--- config.mk ---
export PLATFORM = sky130hd
export DESIGN_NAME = lhbd_queue
export DESIGN_NICKNAME = d
export VERILOG_FILES = /design/src/sv/luma_histogram_black_detect_defines.svh /design/src/sv/lhbd_pkg.sv /design/src/sv/lhbd_queue.sv
export SDC_FILE = /design/constraint.sdc
export NUM_CORES = 1
export LEC_CHECK = 0
export ABC_AREA = 1
export ABC_CLOCK_PERIOD_IN_PS = 4150
export BUFFER_PORTS_ARGS = -buffer_cell sky130_fd_sc_hd__buf_2
export CAP_MARGIN = 20
export CORE_MARGIN = 1
export CORE_UTILIZATION = 53
export CTS_CLUSTER_DIAMETER = 80
export DETAILED_ROUTE_END_ITERATION = 7
export PLACE_DENSITY = 0.82
export SYNTH_ARGS = -nofsm -noshare
export SYNTH_HDL_FRONTEND = slang
export SYNTH_SLANG_ARGS = --single-unit
--- constraint.sdc ---
create_clock -name clk -period 4.15 [get_ports clk]
set_input_delay 0.415 -clock clk [delete_from_list [all_inputs] [get_ports clk]]
set_output_delay 0.415 -clock clk [all_outputs]
set_load 0.01 [all_outputs]
--- src/sv/luma_histogram_black_detect_defines.svh ---
// Assertion macros for the luma histogram block.
`ifndef LUMA_HISTOGRAM_BLACK_DETECT_DEFINES_SVH
`define LUMA_HISTOGRAM_BLACK_DETECT_DEFINES_SVH

`ifndef ASSERT_OFF
`define LHBD_ASSERT_IMPLY(label, clk, rst, ante, cons, msg) \
  label: assert property (@(posedge clk) disable iff (rst) (ante) |-> (cons)) \
    else $error(msg);
`define LHBD_ASSERT_NEXT(label, clk, rst, ante, cons, msg) \
  label: assert property (@(posedge clk) disable iff (rst) (ante) |=> (cons)) \
    else $error(msg);
`else
`define LHBD_ASSERT_IMPLY(label, clk, rst, ante, cons, msg)
`define LHBD_ASSERT_NEXT(label, clk, rst, ante, cons, msg)
`endif

`endif

--- src/sv/lhbd_pkg.sv ---
// Types and constants shared by the luma histogram block.
package lhbd_pkg;

  localparam int NUM_BINS    = 256;
  localparam int BIN_W       = $clog2(NUM_BINS);
  localparam int COUNT_WIDTH = 24;
  localparam int LIMIT_W     = 9;
  localparam int QUEUE_DEPTH = 2;
  localparam int QPTR_W      = $clog2(QUEUE_DEPTH);
  localparam int QCNT_W      = $clog2(QUEUE_DEPTH + 1);

  localparam logic [15:0] LUMA_WR = 16'd77;
  localparam logic [15:0] LUMA_WG = 16'd150;
  localparam logic [15:0] LUMA_WB = 16'd29;

  localparam logic [LIMIT_W-1:0] DARK_LIMIT_RESET = LIMIT_W'(15);

  typedef enum logic [1:0] {
    MODE_ACC   = 2'd0,
    MODE_READ  = 2'd1,
    MODE_CLEAR = 2'd2,
    MODE_NOP   = 2'd3
  } mode_t;

  typedef enum logic {
    ST_IDLE,
    ST_EXEC
  } back_state_t;

  // classified request: bin is the luma for accumulate, the bin index otherwise
  typedef struct packed {
    mode_t            mode;
    logic [BIN_W-1:0] bin;
  } item_t;

  typedef struct packed {
    logic  push;
    item_t item;
  } q_wr_t;

  typedef struct packed {
    logic  avail;
    item_t item;
  } q_rd_t;

endpackage

--- src/sv/lhbd_queue.sv ---
// Short request queue between front end and back end.
module lhbd_queue (
  input  logic            clk,
  input  logic            rst,
  input  lhbd_pkg::q_wr_t q_wr,
  input  logic            pop,
  output logic            full,
  output lhbd_pkg::q_rd_t q_rd
);
  import lhbd_pkg::*;

  item_t             entries [QUEUE_DEPTH];
  logic [QPTR_W-1:0] wr_ptr;
  logic [QPTR_W-1:0] rd_ptr;
  logic [QCNT_W-1:0] count;
  logic              do_push;
  logic              do_pop;

  assign full    = (count == QCNT_W'(QUEUE_DEPTH));
  assign do_push = q_wr.push && !full;
  assign do_pop  = pop && (count != '0);

  assign q_rd.avail = (count != '0);
  assign q_rd.item  = entries[rd_ptr];

  always_ff @(posedge clk) begin
    if (do_push) begin
      entries[wr_ptr] <= q_wr.item;
    end
  end

  always_ff @(posedge clk) begin
    if (rst) begin
      wr_ptr <= '0;
      rd_ptr <= '0;
      count  <= '0;
    end else begin
      if (do_push) begin
        wr_ptr <= (wr_ptr == QPTR_W'(QUEUE_DEPTH - 1)) ? '0 : wr_ptr + 1'b1;
      end
      if (do_pop) begin
        rd_ptr <= (rd_ptr == QPTR_W'(QUEUE_DEPTH - 1)) ? '0 : rd_ptr + 1'b1;
      end
      if (do_push && !do_pop) begin
        count <= count + 1'b1;
      end else if (do_pop && !do_push) begin
        count <= count - 1'b1;
      end
    end
  end

endmodule

**Word-level counts from Yosys, hierarchy flattened**

Memory sizes are Yosys's and may differ from the RTL's. A register that Yosys moved wholly into a read port is not among the register bits.
Index checks and enable logic that the tools add are counted.

- Register bits: 4
- Bits in writable memories: 20
- Input bits: 14
- Output and inout bits: 12
- Logic and storage cells: 26
- Memories: 1

- Add/sub/neg operators: 4
- Equal/unequal tests: 1
- Mux-type cells: 8
- Reductions and logical operators: 9

Memories:

| name | depth | width | rd ports | clocked after memory_dff | wr ports | RTL line | source |
|---|---|---|---|---|---|---|---|
| entries | 2 | 10 | 1 | 1 | 1 | lhbd_queue.sv:12 | `item_t entries [QUEUE_DEPTH];` |

Operators by type and width:

| operator | number |
|---|---|
| 2-to-1 mux 1 bit | 6 |
| logical AND 1 bit | 4 |
| 2-to-1 mux 2 bit | 2 |
| nonzero test 2 bit | 2 |
| zero test 1 bit | 3 |
| adder 1 bit (second input constant) | 2 |
| adder 2 x 1 -> 2 bit (second input constant) | 1 |
| equality test 2 bit (second input constant) | 1 |
| subtractor 2 x 1 -> 2 bit (second input constant) | 1 |

**Longest topological paths before layout**

- Depth after elaboration: 7
- Depth in mapped cells: 10
- Depth with buffers taken out: 10

**Worst setup path before layout**

No wires, ideal clock.

- Path type: input -> register
- Start: input port q_wr[10] in the netlist's numbering
- End: memory entries[1][0] in the netlist's numbering (enable)
- Library setup time: 376 ps
- Arrival time: 935 ps
- Data required time: 3,774 ps
- Slack: 2,838 ps
- Cell stages on the path: 2
- Path buffers: 0
- Path through: o21ai_2 > nor2_1

- Cells in the longest elaborated chain, start to end: 3

RTL lines:

| what | RTL line | source |
|---|---|---|
| start, declared | lhbd_queue.sv:5 | `input lhbd_pkg::q_wr_t q_wr,` |
| logical AND 1 bit | lhbd_queue.sv:20 | `assign do_push = q_wr.push && !full;` |
| 2-to-1 mux 1 bit | lhbd_queue.sv:27 | `if (do_push) begin` |
| 2-to-1 mux 1 bit (implied by the code) | lhbd_queue.sv:28 | `entries[wr_ptr] <= q_wr.item;` |
| end, declared | lhbd_queue.sv:12 |  |

No other way between the ends.

==> metrics.yaml <==
cts:
  clkLatencyLatePin_ps: 310
  cts_resized: 0
  htreeDepth: 1
  cts_root_buf: "clkbuf_4"
  cts_tree: "yes"
  cts_sinks: 25
  cts.path.max_buffers: 2
  cts_hold_buf: 0
  clk_pin_slew_ps: 130
  numCtsBuffers: 3
  post_cts_buffers: 0
timing:
  holdWs_ps: 279
  setup_viol_count_final: 0
  final_hold_viol_count: 0
  relSlewSlack_pct: 44.5
  period_share_pct: 45.4
  tightest_slew_ps: 829
  rsz0062_at_grt: "no"
  min_period_ps: 1880
  fmax_ghz: 0.531
  fin_ws_ps: 2270
  final-max-slew-violation-count: 0
  clock_skew_ps: 7.43
  setup-tns-final_ps: 0
yosys:
  synth_top_family_by_area: "multiplexers"
  muxShareOfSynthArea_pct: 11.6
  syn_nets: 83
  avgSynthCellArea_sq_um: 14.3
  synthesis.area_sq_um: 970
  ys_ff_latch: 25
  ys_warn_count: 0
  synth_compound_area_share_pct: 2.97
  synthAdderAreaFrac_pct: 1.29
  synthDistinctLibCells: 15
  syn_inst: 68
  ys_seq_area_share_pct: 72.3
  synth_xor_area_share_pct: 0
  synth-simple-area-share_pct: 8.00
placed_design:
  portBuffers: 25
  dp_hpwl_mm: 1.10
  pre_cts_ws_ps: 2530
  gp_congestion: 0.622
  dp.cells: 117
  placed_area_sq_um: 1120
setup_path:
  worstPathArrival_ps: 1470
  endpoint_kind: "output pin"
  worstPathMaxFanout: 10
  critPathRequiredTime_ps: 3730
  critPathMaxStageDelay_ps: 620
  path_cells: "mux2_2 > buf_2"
  slowest_stage: "dfxtp_1"
  start_kind: "flip-flop"
  worst-setup-path-type: "reg -> out"
floorplanning:
  die_y_um: 44.8
  die_w_um: 44.8
  rows: 15
  die_area_sq_um: 2000
  core_area_sq_um: 1730
  initial_core_util_pct: 56.2
  ios: 26
outcome:
  status: "finished, final reports clean"
final_layout:
  layout_commonest_cell: "buf_2"
  n_antenna_cell: 0
  synthToLayoutAreaGrowth_pct: 18.5
  utilization_pct: 66.5
  fin_cells: 121
  drive_gt1_share_pct: 46.9
  fin_area_sq_um: 1150
  final_nets: 112
  layout_common_cells: "buf_2, edfxtp_1, mux2_2"
global_route:
  grt_start_max_net_pins: 16
  antenna_found_initial: 0
  grtUsageTotal_pct: 16.9
  first_global_vias: 595
  grt_overflow: 0
  grt_pass1_wl_mm: 2.26
run:
  maxCapViolations: 0
drt:
  num_vias: 592
  drt-total-wl_mm: 1.40
  drc: 0
  wl_per_cell_um: 11.6
  drt_pass1_iterations: 4
  drtAntennaViolNets: 0
  drt_iter0_markers: 4
  viasPerCell: 4.89
power_and_ir_drop:
  p_per_area_nw_per_um2: 563
  p_leak_nw: 0.467
  finalPower_mw: 0.647
  peakVddDrop_v: 0.000386
hold_path:
  hold_path.class: "in -> reg"
kinds of logic (layout without fill, tap and decap cells):
logic type / count (synthesis) / after routing
AOI/OAI and AO/OA: 5 / 5
adders and majority gates: 1 / 1
buffers and inverters: 9 / 37
DFF: 25 / 25
muxes: 10 / 10
and+or+nand+nor: 18 / 18
Yosys cell counts:
library cell	n	area, sq um
a21oi_1	2	10.0
buf_4	1	7.51
dfxtp_1	5	100
edfxtp_1	20	601
ha_1	1	12.5
inv_1	5	18.8
inv_2	3	11.3
mux2_2	10	113
nand2_1	5	18.8
nand2_2	2	12.5
nand3_1	2	10.0
nand4_1	1	6.26
nor2_1	8	30.0
o21ai_0	2	10.0
o21ai_2	1	8.76
sequential cells by signal (all words and copies together), names as in the netlist, named ones only:
name	cells
entries	20
count	2
rd_ptr	1
wr_ptr	1
path summary, 6_finish.rpt:
path	from	to	slack, ps	depth (start not counted)
worst min register to register	wr_ptr	wr_ptr	520	2
worst min-delay path	q_wr[7]	entries[1][7]	280	1
worst max-delay path	flip-flop	q_rd[6]	2270	2
worst max register to register	count[0]	entries[0][4]	2630	2
layer usage:
layer  part of all wire (%)  vias to the layer above  global-route usage [%]
met4                    1.8                        0                    9.09
met3                    5.1                        4                    3.60
met5                      0                        -                       0
met1                     37                      277                    14.6
li1                       -                      295                       -
met2                     56                       16                    34.7
power breakdown:
group          switching, mW  internal, mW  leakage, nW  total (mW)
clock                 0.0692        0.0368       0.0139       0.106
sequential            0.0266         0.320        0.228       0.346
combinational          0.108        0.0869        0.225       0.195
total                  0.204         0.443        0.467       0.647
critical path, delay by kind of cell (launching register included):
kind | cells | cell delay, ps
DFF | 1 | 620
muxes | 1 | 390
buffers and inverters | 1 | 140
final cells by class:
type | instances | area (sq um)
Inverter | 8 | 30.0
Multi-Input combinational cell | 34 | 231
Clock inverter | 1 | 7.51
Fill cell | 154 | 578
Timing Repair Buffer | 25 | 125
Sequential cell | 25 | 701
Clock buffer | 3 | 22.5
Tap cell | 25 | 31.3
Note: power is estimated with default switching activity, not from simulation.
