==> src/sv/luma_histogram_black_detect_defines.svh <==
// Assertion macros for the luma histogram block.
`ifndef LUMA_HISTOGRAM_BLACK_DETECT_DEFINES_SVH
`define LUMA_HISTOGRAM_BLACK_DETECT_DEFINES_SVH

`ifndef ASSERT_OFF
`define LHBD_ASSERT_IMPLY(label, clk, rst, ante, cons, msg) \
  label: assert property (@(posedge clk) disable iff (rst) (ante) |-> (cons)) \
    else $error(msg);
`define LHBD_ASSERT_NEXT(label, clk, rst, ante, cons, msg) \
  label: assert property (@(posedge clk) disable iff (rst) (ante) |=> (cons)) \
    else $error(msg);
`else
`define LHBD_ASSERT_IMPLY(label, clk, rst, ante, cons, msg)
`define LHBD_ASSERT_NEXT(label, clk, rst, ante, cons, msg)
`endif

`endif

==> src/sv/lhbd_pkg.sv <==
// Types and constants shared by the luma histogram block.
package lhbd_pkg;

  localparam int NUM_BINS    = 256;
  localparam int BIN_W       = $clog2(NUM_BINS);
  localparam int COUNT_WIDTH = 24;
  localparam int LIMIT_W     = 9;
  localparam int QUEUE_DEPTH = 2;
  localparam int QPTR_W      = $clog2(QUEUE_DEPTH);
  localparam int QCNT_W      = $clog2(QUEUE_DEPTH + 1);

  localparam logic [15:0] LUMA_WR = 16'd77;
  localparam logic [15:0] LUMA_WG = 16'd150;
  localparam logic [15:0] LUMA_WB = 16'd29;

  localparam logic [LIMIT_W-1:0] DARK_LIMIT_RESET = LIMIT_W'(15);

  typedef enum logic [1:0] {
    MODE_ACC   = 2'd0,
    MODE_READ  = 2'd1,
    MODE_CLEAR = 2'd2,
    MODE_NOP   = 2'd3
  } mode_t;

  typedef enum logic {
    ST_IDLE,
    ST_EXEC
  } back_state_t;

  // classified request: bin is the luma for accumulate, the bin index otherwise
  typedef struct packed {
    mode_t            mode;
    logic [BIN_W-1:0] bin;
  } item_t;

  typedef struct packed {
    logic  push;
    item_t item;
  } q_wr_t;

  typedef struct packed {
    logic  avail;
    item_t item;
  } q_rd_t;

endpackage

==> src/sv/lhbd_if.sv <==
// Channel interfaces: pixel requests, results and the dark limit write port.
interface lhbd_pix_if;
  logic       valid;
  logic       ready;
  logic [1:0] mode;
  logic [7:0] red;
  logic [7:0] green;
  logic [7:0] blue;
  logic [7:0] bin_index;
  modport source (output valid, mode, red, green, blue, bin_index, input ready);
  modport sink (input valid, mode, red, green, blue, bin_index, output ready);
endinterface


==> src/sv/lhbd_front.sv <==
// Front end: accepts pixel requests, computes luma and classifies them.
module lhbd_front (
  lhbd_pix_if.sink     pix,
  input  logic         q_full,
  output lhbd_pkg::q_wr_t q_wr
);
  import lhbd_pkg::*;

  logic [15:0] wsum;
  mode_t       mode;

  assign wsum = 16'(pix.red) * LUMA_WR + 16'(pix.green) * LUMA_WG
              + 16'(pix.blue) * LUMA_WB;
  assign mode = mode_t'(pix.mode);

  assign pix.ready = !q_full;

  always_comb begin
    q_wr.push      = pix.valid && !q_full;
    q_wr.item.mode = mode;
    q_wr.item.bin  = (mode == MODE_ACC) ? wsum[15:8] : pix.bin_index;
  end

endmodule

==> src/flat_wrapper.sv <==
// flat-port wrapper written by rule: the top's interface ports become plain ports
module lhbd_front_flat import lhbd_pkg::*;
  (q_full, q_wr, pix_valid, pix_mode, pix_red, pix_green, pix_blue, pix_bin_index, pix_ready);
  lhbd_pix_if pix_i ();
  input  logic q_full;
  output lhbd_pkg::q_wr_t q_wr;
  input wire logic [$bits(pix_i.valid)-1:0] pix_valid;
  input wire logic [$bits(pix_i.mode)-1:0] pix_mode;
  input wire logic [$bits(pix_i.red)-1:0] pix_red;
  input wire logic [$bits(pix_i.green)-1:0] pix_green;
  input wire logic [$bits(pix_i.blue)-1:0] pix_blue;
  input wire logic [$bits(pix_i.bin_index)-1:0] pix_bin_index;
  output wire logic [$bits(pix_i.ready)-1:0] pix_ready;
  assign pix_i.valid = pix_valid;
  assign pix_i.mode = pix_mode;
  assign pix_i.red = pix_red;
  assign pix_i.green = pix_green;
  assign pix_i.blue = pix_blue;
  assign pix_i.bin_index = pix_bin_index;
  assign pix_ready = pix_i.ready;
  lhbd_front u_core (.pix(pix_i), .q_full(q_full), .q_wr(q_wr));
endmodule
==> config.mk <==
export PLATFORM = sky130hd
export DESIGN_NAME = lhbd_front_flat
export DESIGN_NICKNAME = d
export VERILOG_FILES = /design/src/sv/luma_histogram_black_detect_defines.svh /design/src/sv/lhbd_pkg.sv /design/src/sv/lhbd_if.sv /design/src/sv/lhbd_front.sv /design/src/flat_wrapper.sv
export SDC_FILE = /design/constraint.sdc
export NUM_CORES = 1
export LEC_CHECK = 0
export ABC_CLOCK_PERIOD_IN_PS = 8200
export BUFFER_PORTS_ARGS = -buffer_cell sky130_fd_sc_hd__buf_2
export CAP_MARGIN = 20
export CORE_MARGIN = 2
export CORE_UTILIZATION = 40
export DETAILED_ROUTE_END_ITERATION = 7
export SLEW_MARGIN = 20
export SYNTH_ARGS = -nofsm -noshare
export SYNTH_HDL_FRONTEND = slang
export SYNTH_SLANG_ARGS = --single-unit
==> constraint.sdc <==
create_clock -name vclk -period 8.2
set_clock_uncertainty 0.1 [all_clocks]
set_input_delay 0.82 -clock vclk [all_inputs]
set_output_delay 0.82 -clock vclk [all_outputs]
set_load 0.01 [all_outputs]
# Word level (Yosys, flattened, before mapping)
# Index checks and enable logic that the tools add are counted.
[op_classes]
mul = 3
bitwise_logic = 0
div = 0
magnitude_cmp = 0
n_reduce_logical = 3
shifts = 0
n_eq_ne = 0
addsub = 2
mux = 1
[op_table]
columns = ["operator", "n"]
rows = [
  ["8-bit by 7-bit multiplier with 15-bit output, second input constant", 2],
  ["15-bit by 16-bit adder with 16-bit output", 1],
  ["16-bit by 13-bit adder with 16-bit output", 1],
  ["8-bit by 5-bit multiplier with 13-bit output, second input constant", 1],
  ["8-bit 2-to-1 mux", 1],
  ["2-bit zero test", 1],
  ["1-bit logical AND", 1],
  ["1-bit zero test", 1],
]
[word_totals]
input_bits = 36
mem_bits_rw = 0
latchBits = 0
romBits = 0
n_memories = 0
register_bits = 0

# Depth between registers and ports, before layout
[depth]
ltp_word = 4
mapped_depth = 23

# Worst setup path before layout
# No wires, ideal clock.
[synth_path]
path_kind = "input to output"
startpoint = "in pix_green[4]"
endpoint = "out q_wr[7] (netlist name)"
path_slack_ps = 956
cell_stages = 22
t_arrival_ps = 6324
path_cell_list = "ha_1 > ha_1 > inv_1 > fa_1 > fa_1 > inv_1 > ha_1 > a21oi_1 > o21ai_0 > xor2_1 > ha_1 > fa_1 > inv_1 > fa_1 > fa_1 > inv_1 > ha_1 > o21ai_1 > nor2b_1 > o41ai_2 > xnor2_1 > o21ai_1"
[synth_lines]
columns = ["item", "line_no", "rtl"]
rows = [
  ["from (decl)", "flat_wrapper.sv:10", "input wire logic [$bits(pix_i.green)-1:0] pix_green;"],
  ["to (decl)", "flat_wrapper.sv:6", "output lhbd_pkg::q_wr_t q_wr;"],
]

==> flow_summary.ini <==
[critical_path]
critical_path_class = in2out
worstPathArrival_ns = 6.81
worst_setup_path_end_kind = output port
crit_path_start_kind = primary input
required_ns = 7.28
cp_max_fo = 4
endpoint = q_wr[7]
setup.worst_path.start = pix_green[4]

[placed_design]
dp_hpwl_um = 5643
place_ws_ns = 0.4177
io_buffers = 48
placed_cell_area_um2 = 3566
globalplace.congestion = 0.8098

[timing]
rsz0062_at_grt = false
min_period_over_period = 0.9421
setup_viol = 0
tns_ns = 0
fin_crit_ns = 7.725
max-slew-margin-rel = 0.7648
finalHoldWorstSlack_ns = 1.733
tightest_slew_ns = 0.3513
finalHoldViolCount = 0
fin_ws_ns = 0.4747
maxSlewViolCount = 0
max_freq_ghz = 0.1294

[global_route]
grt_pass1_wl_um = 10580
grt_max_degree = 17
grt_overflow = 0
track_usage = 0.1461
grt_pass1_vias = 2363
antenna_found_initial = 0

[final_layout]
clkbuf_count = 0
syn2layout_area_growth_pct = 10.72
seqCellArea_um2 = 0
stdcell_area_um2 = 3566
diodes = 0
seq_cell_count = 0
finalNetCount = 567
drive_gt1_frac = 0.1385

[logic_synthesis]
yosysTopAreaCellShare = 0.3419
synth_area_leaders = fa_1 34%, ha_1 33%, inv_1 11%
synth_seq_area_share = 0
syn_area_um2 = 3221
ys_types = 29
syn-instance-count = 346
yosysTopAreaCell = fa_1
synth_nets = 521
avgSynthCellArea_um2 = 9.308
synth_warnings = 0

[min_path]
min_path_type = in2out

[die]
die_x_um = 93.73
core_um2 = 7767
io_pins = 48
initial_core_util = 0.4146
die_h_um = 93.73
row_count = 32
die-area_um2 = 8785

[drt]
wire_per_inst_um = 11.97
drtAntennaViolNets = 0
viasPerCell = 4.835
via_count = 2379
post-route-drc-count = 0
drt_iter0_markers = 73
routed_wl_um = 5890
dr.pass1.iters = 4

[clock_tree]
hold_buffers = 0
post-cts-setup-buffers = 0
post_cts_resized = 0

[run_status]
outcome = complete, no violations

[flow_run]
maxCapViolCount = 0
==> worst min-delay path by stage <==
| stage | start | endpoint | slack [ns] | cells past startpoint |
|---|---|---|---|---|
| CTS | pix_mode[1] | q_wr[9] | 1.74 | 2 |
| floorplan | q_full | pix_ready | 1.58 | 1 |
| global placement | pix_mode[0] | q_wr[8] | 1.73 | 2 |
| detailed placement | pix_mode[1] | q_wr[9] | 1.74 | 2 |
| global route | pix_mode[0] | q_wr[8] | 1.74 | 2 |
| finish | pix_mode[1] | q_wr[9] | 1.73 | 2 |
==> cell type report <==
cell class         count  area [µm²]
inverters             93       349.1
repair buffers        48       240.2
multi-input cells    249        2849
well taps            102       127.6
fillers              793        4202
==> cells by family after synthesis <==
kind of cell / share of synthesized area
AO/OA/AOI/OAI: 0.1193
XOR/XNOR: 0.05167
adder cells (fa/ha/maj): 0.6682
AND/OR/NAND/NOR: 0.04545
buffers and inverters: 0.1154
==> synth_stat cells <==
cell type   n
xor2_1      7
o41ai_2     1
ha_1       84
o21bai_1    4
nor2_1      8
or2_2       2
a21oi_2     2
o22ai_2     1
o211ai_1    5
a211oi_1    5
inv_1      93
a21oi_1    15
o31ai_1     2
fa_1       55
o21a_1      1
o221ai_1    3
o21ai_0     9
a21o_1      4
nand2_1    14
nand4_1     2
and3_1      1
a41oi_1     1
nor3_1      1
o21ai_1     5
nand3_1     3
buf_1       2
buf_4       2
xnor2_1    12
nor2b_1     2
==> worst max-delay path, cell delays in order <==
cell and delay [ns]:
buf_2 0.13, ha_1 0.29, ha_1 0.27, inv_1 0.05
fa_1 0.49, fa_1 0.51, inv_1 0.04, ha_1 0.34
a21oi_1 0.29, o21ai_0 0.16, xor2_1 0.16, ha_1 0.30
fa_1 0.52, inv_1 0.06, fa_1 0.46, fa_1 0.54
inv_1 0.04, ha_1 0.34, o21ai_1 0.27, nor2b_1 0.21
o41ai_2 0.09, xnor2_1 0.14, o21ai_1 0.12, buf_2 0.14
==> layer usage <==
metal / vias to the layer above / global-route usage / part of all wire
met2: 36 / 0.2500 / 0.49
met5: - / 0 / 0
li1: 1206 / - / -
met1: 1133 / 0.2177 / 0.47
met3: 4 / 0.003210 / 0.028
met4: 0 / 0.008454 / 0.0078
==> cells in the final DEF, fill, tap and decap left out, types with 7 or more instances in the layout <==
cell type,n
xnor2_1,12
fa_1,55
a21oi_1,15
xor2_1,7
ha_1,84
o21ai_0,9
buf_2,48
inv_1,93
nor2_1,8
nand2_1,14
==> metrics by stage <==
step / std cells / utilization
final: 492 / 0.4591
after global routing: 492 / 0.4591
after CTS: 492 / 0.4591
after detailed placement: 492 / 0.4591
after global placement: 492 / 0.4591
after floorplan: 346 / -
Power is left out: the tool's default activity adds up to more than one toggle a clock period on the data nets, which glitch-free logic cannot reach.
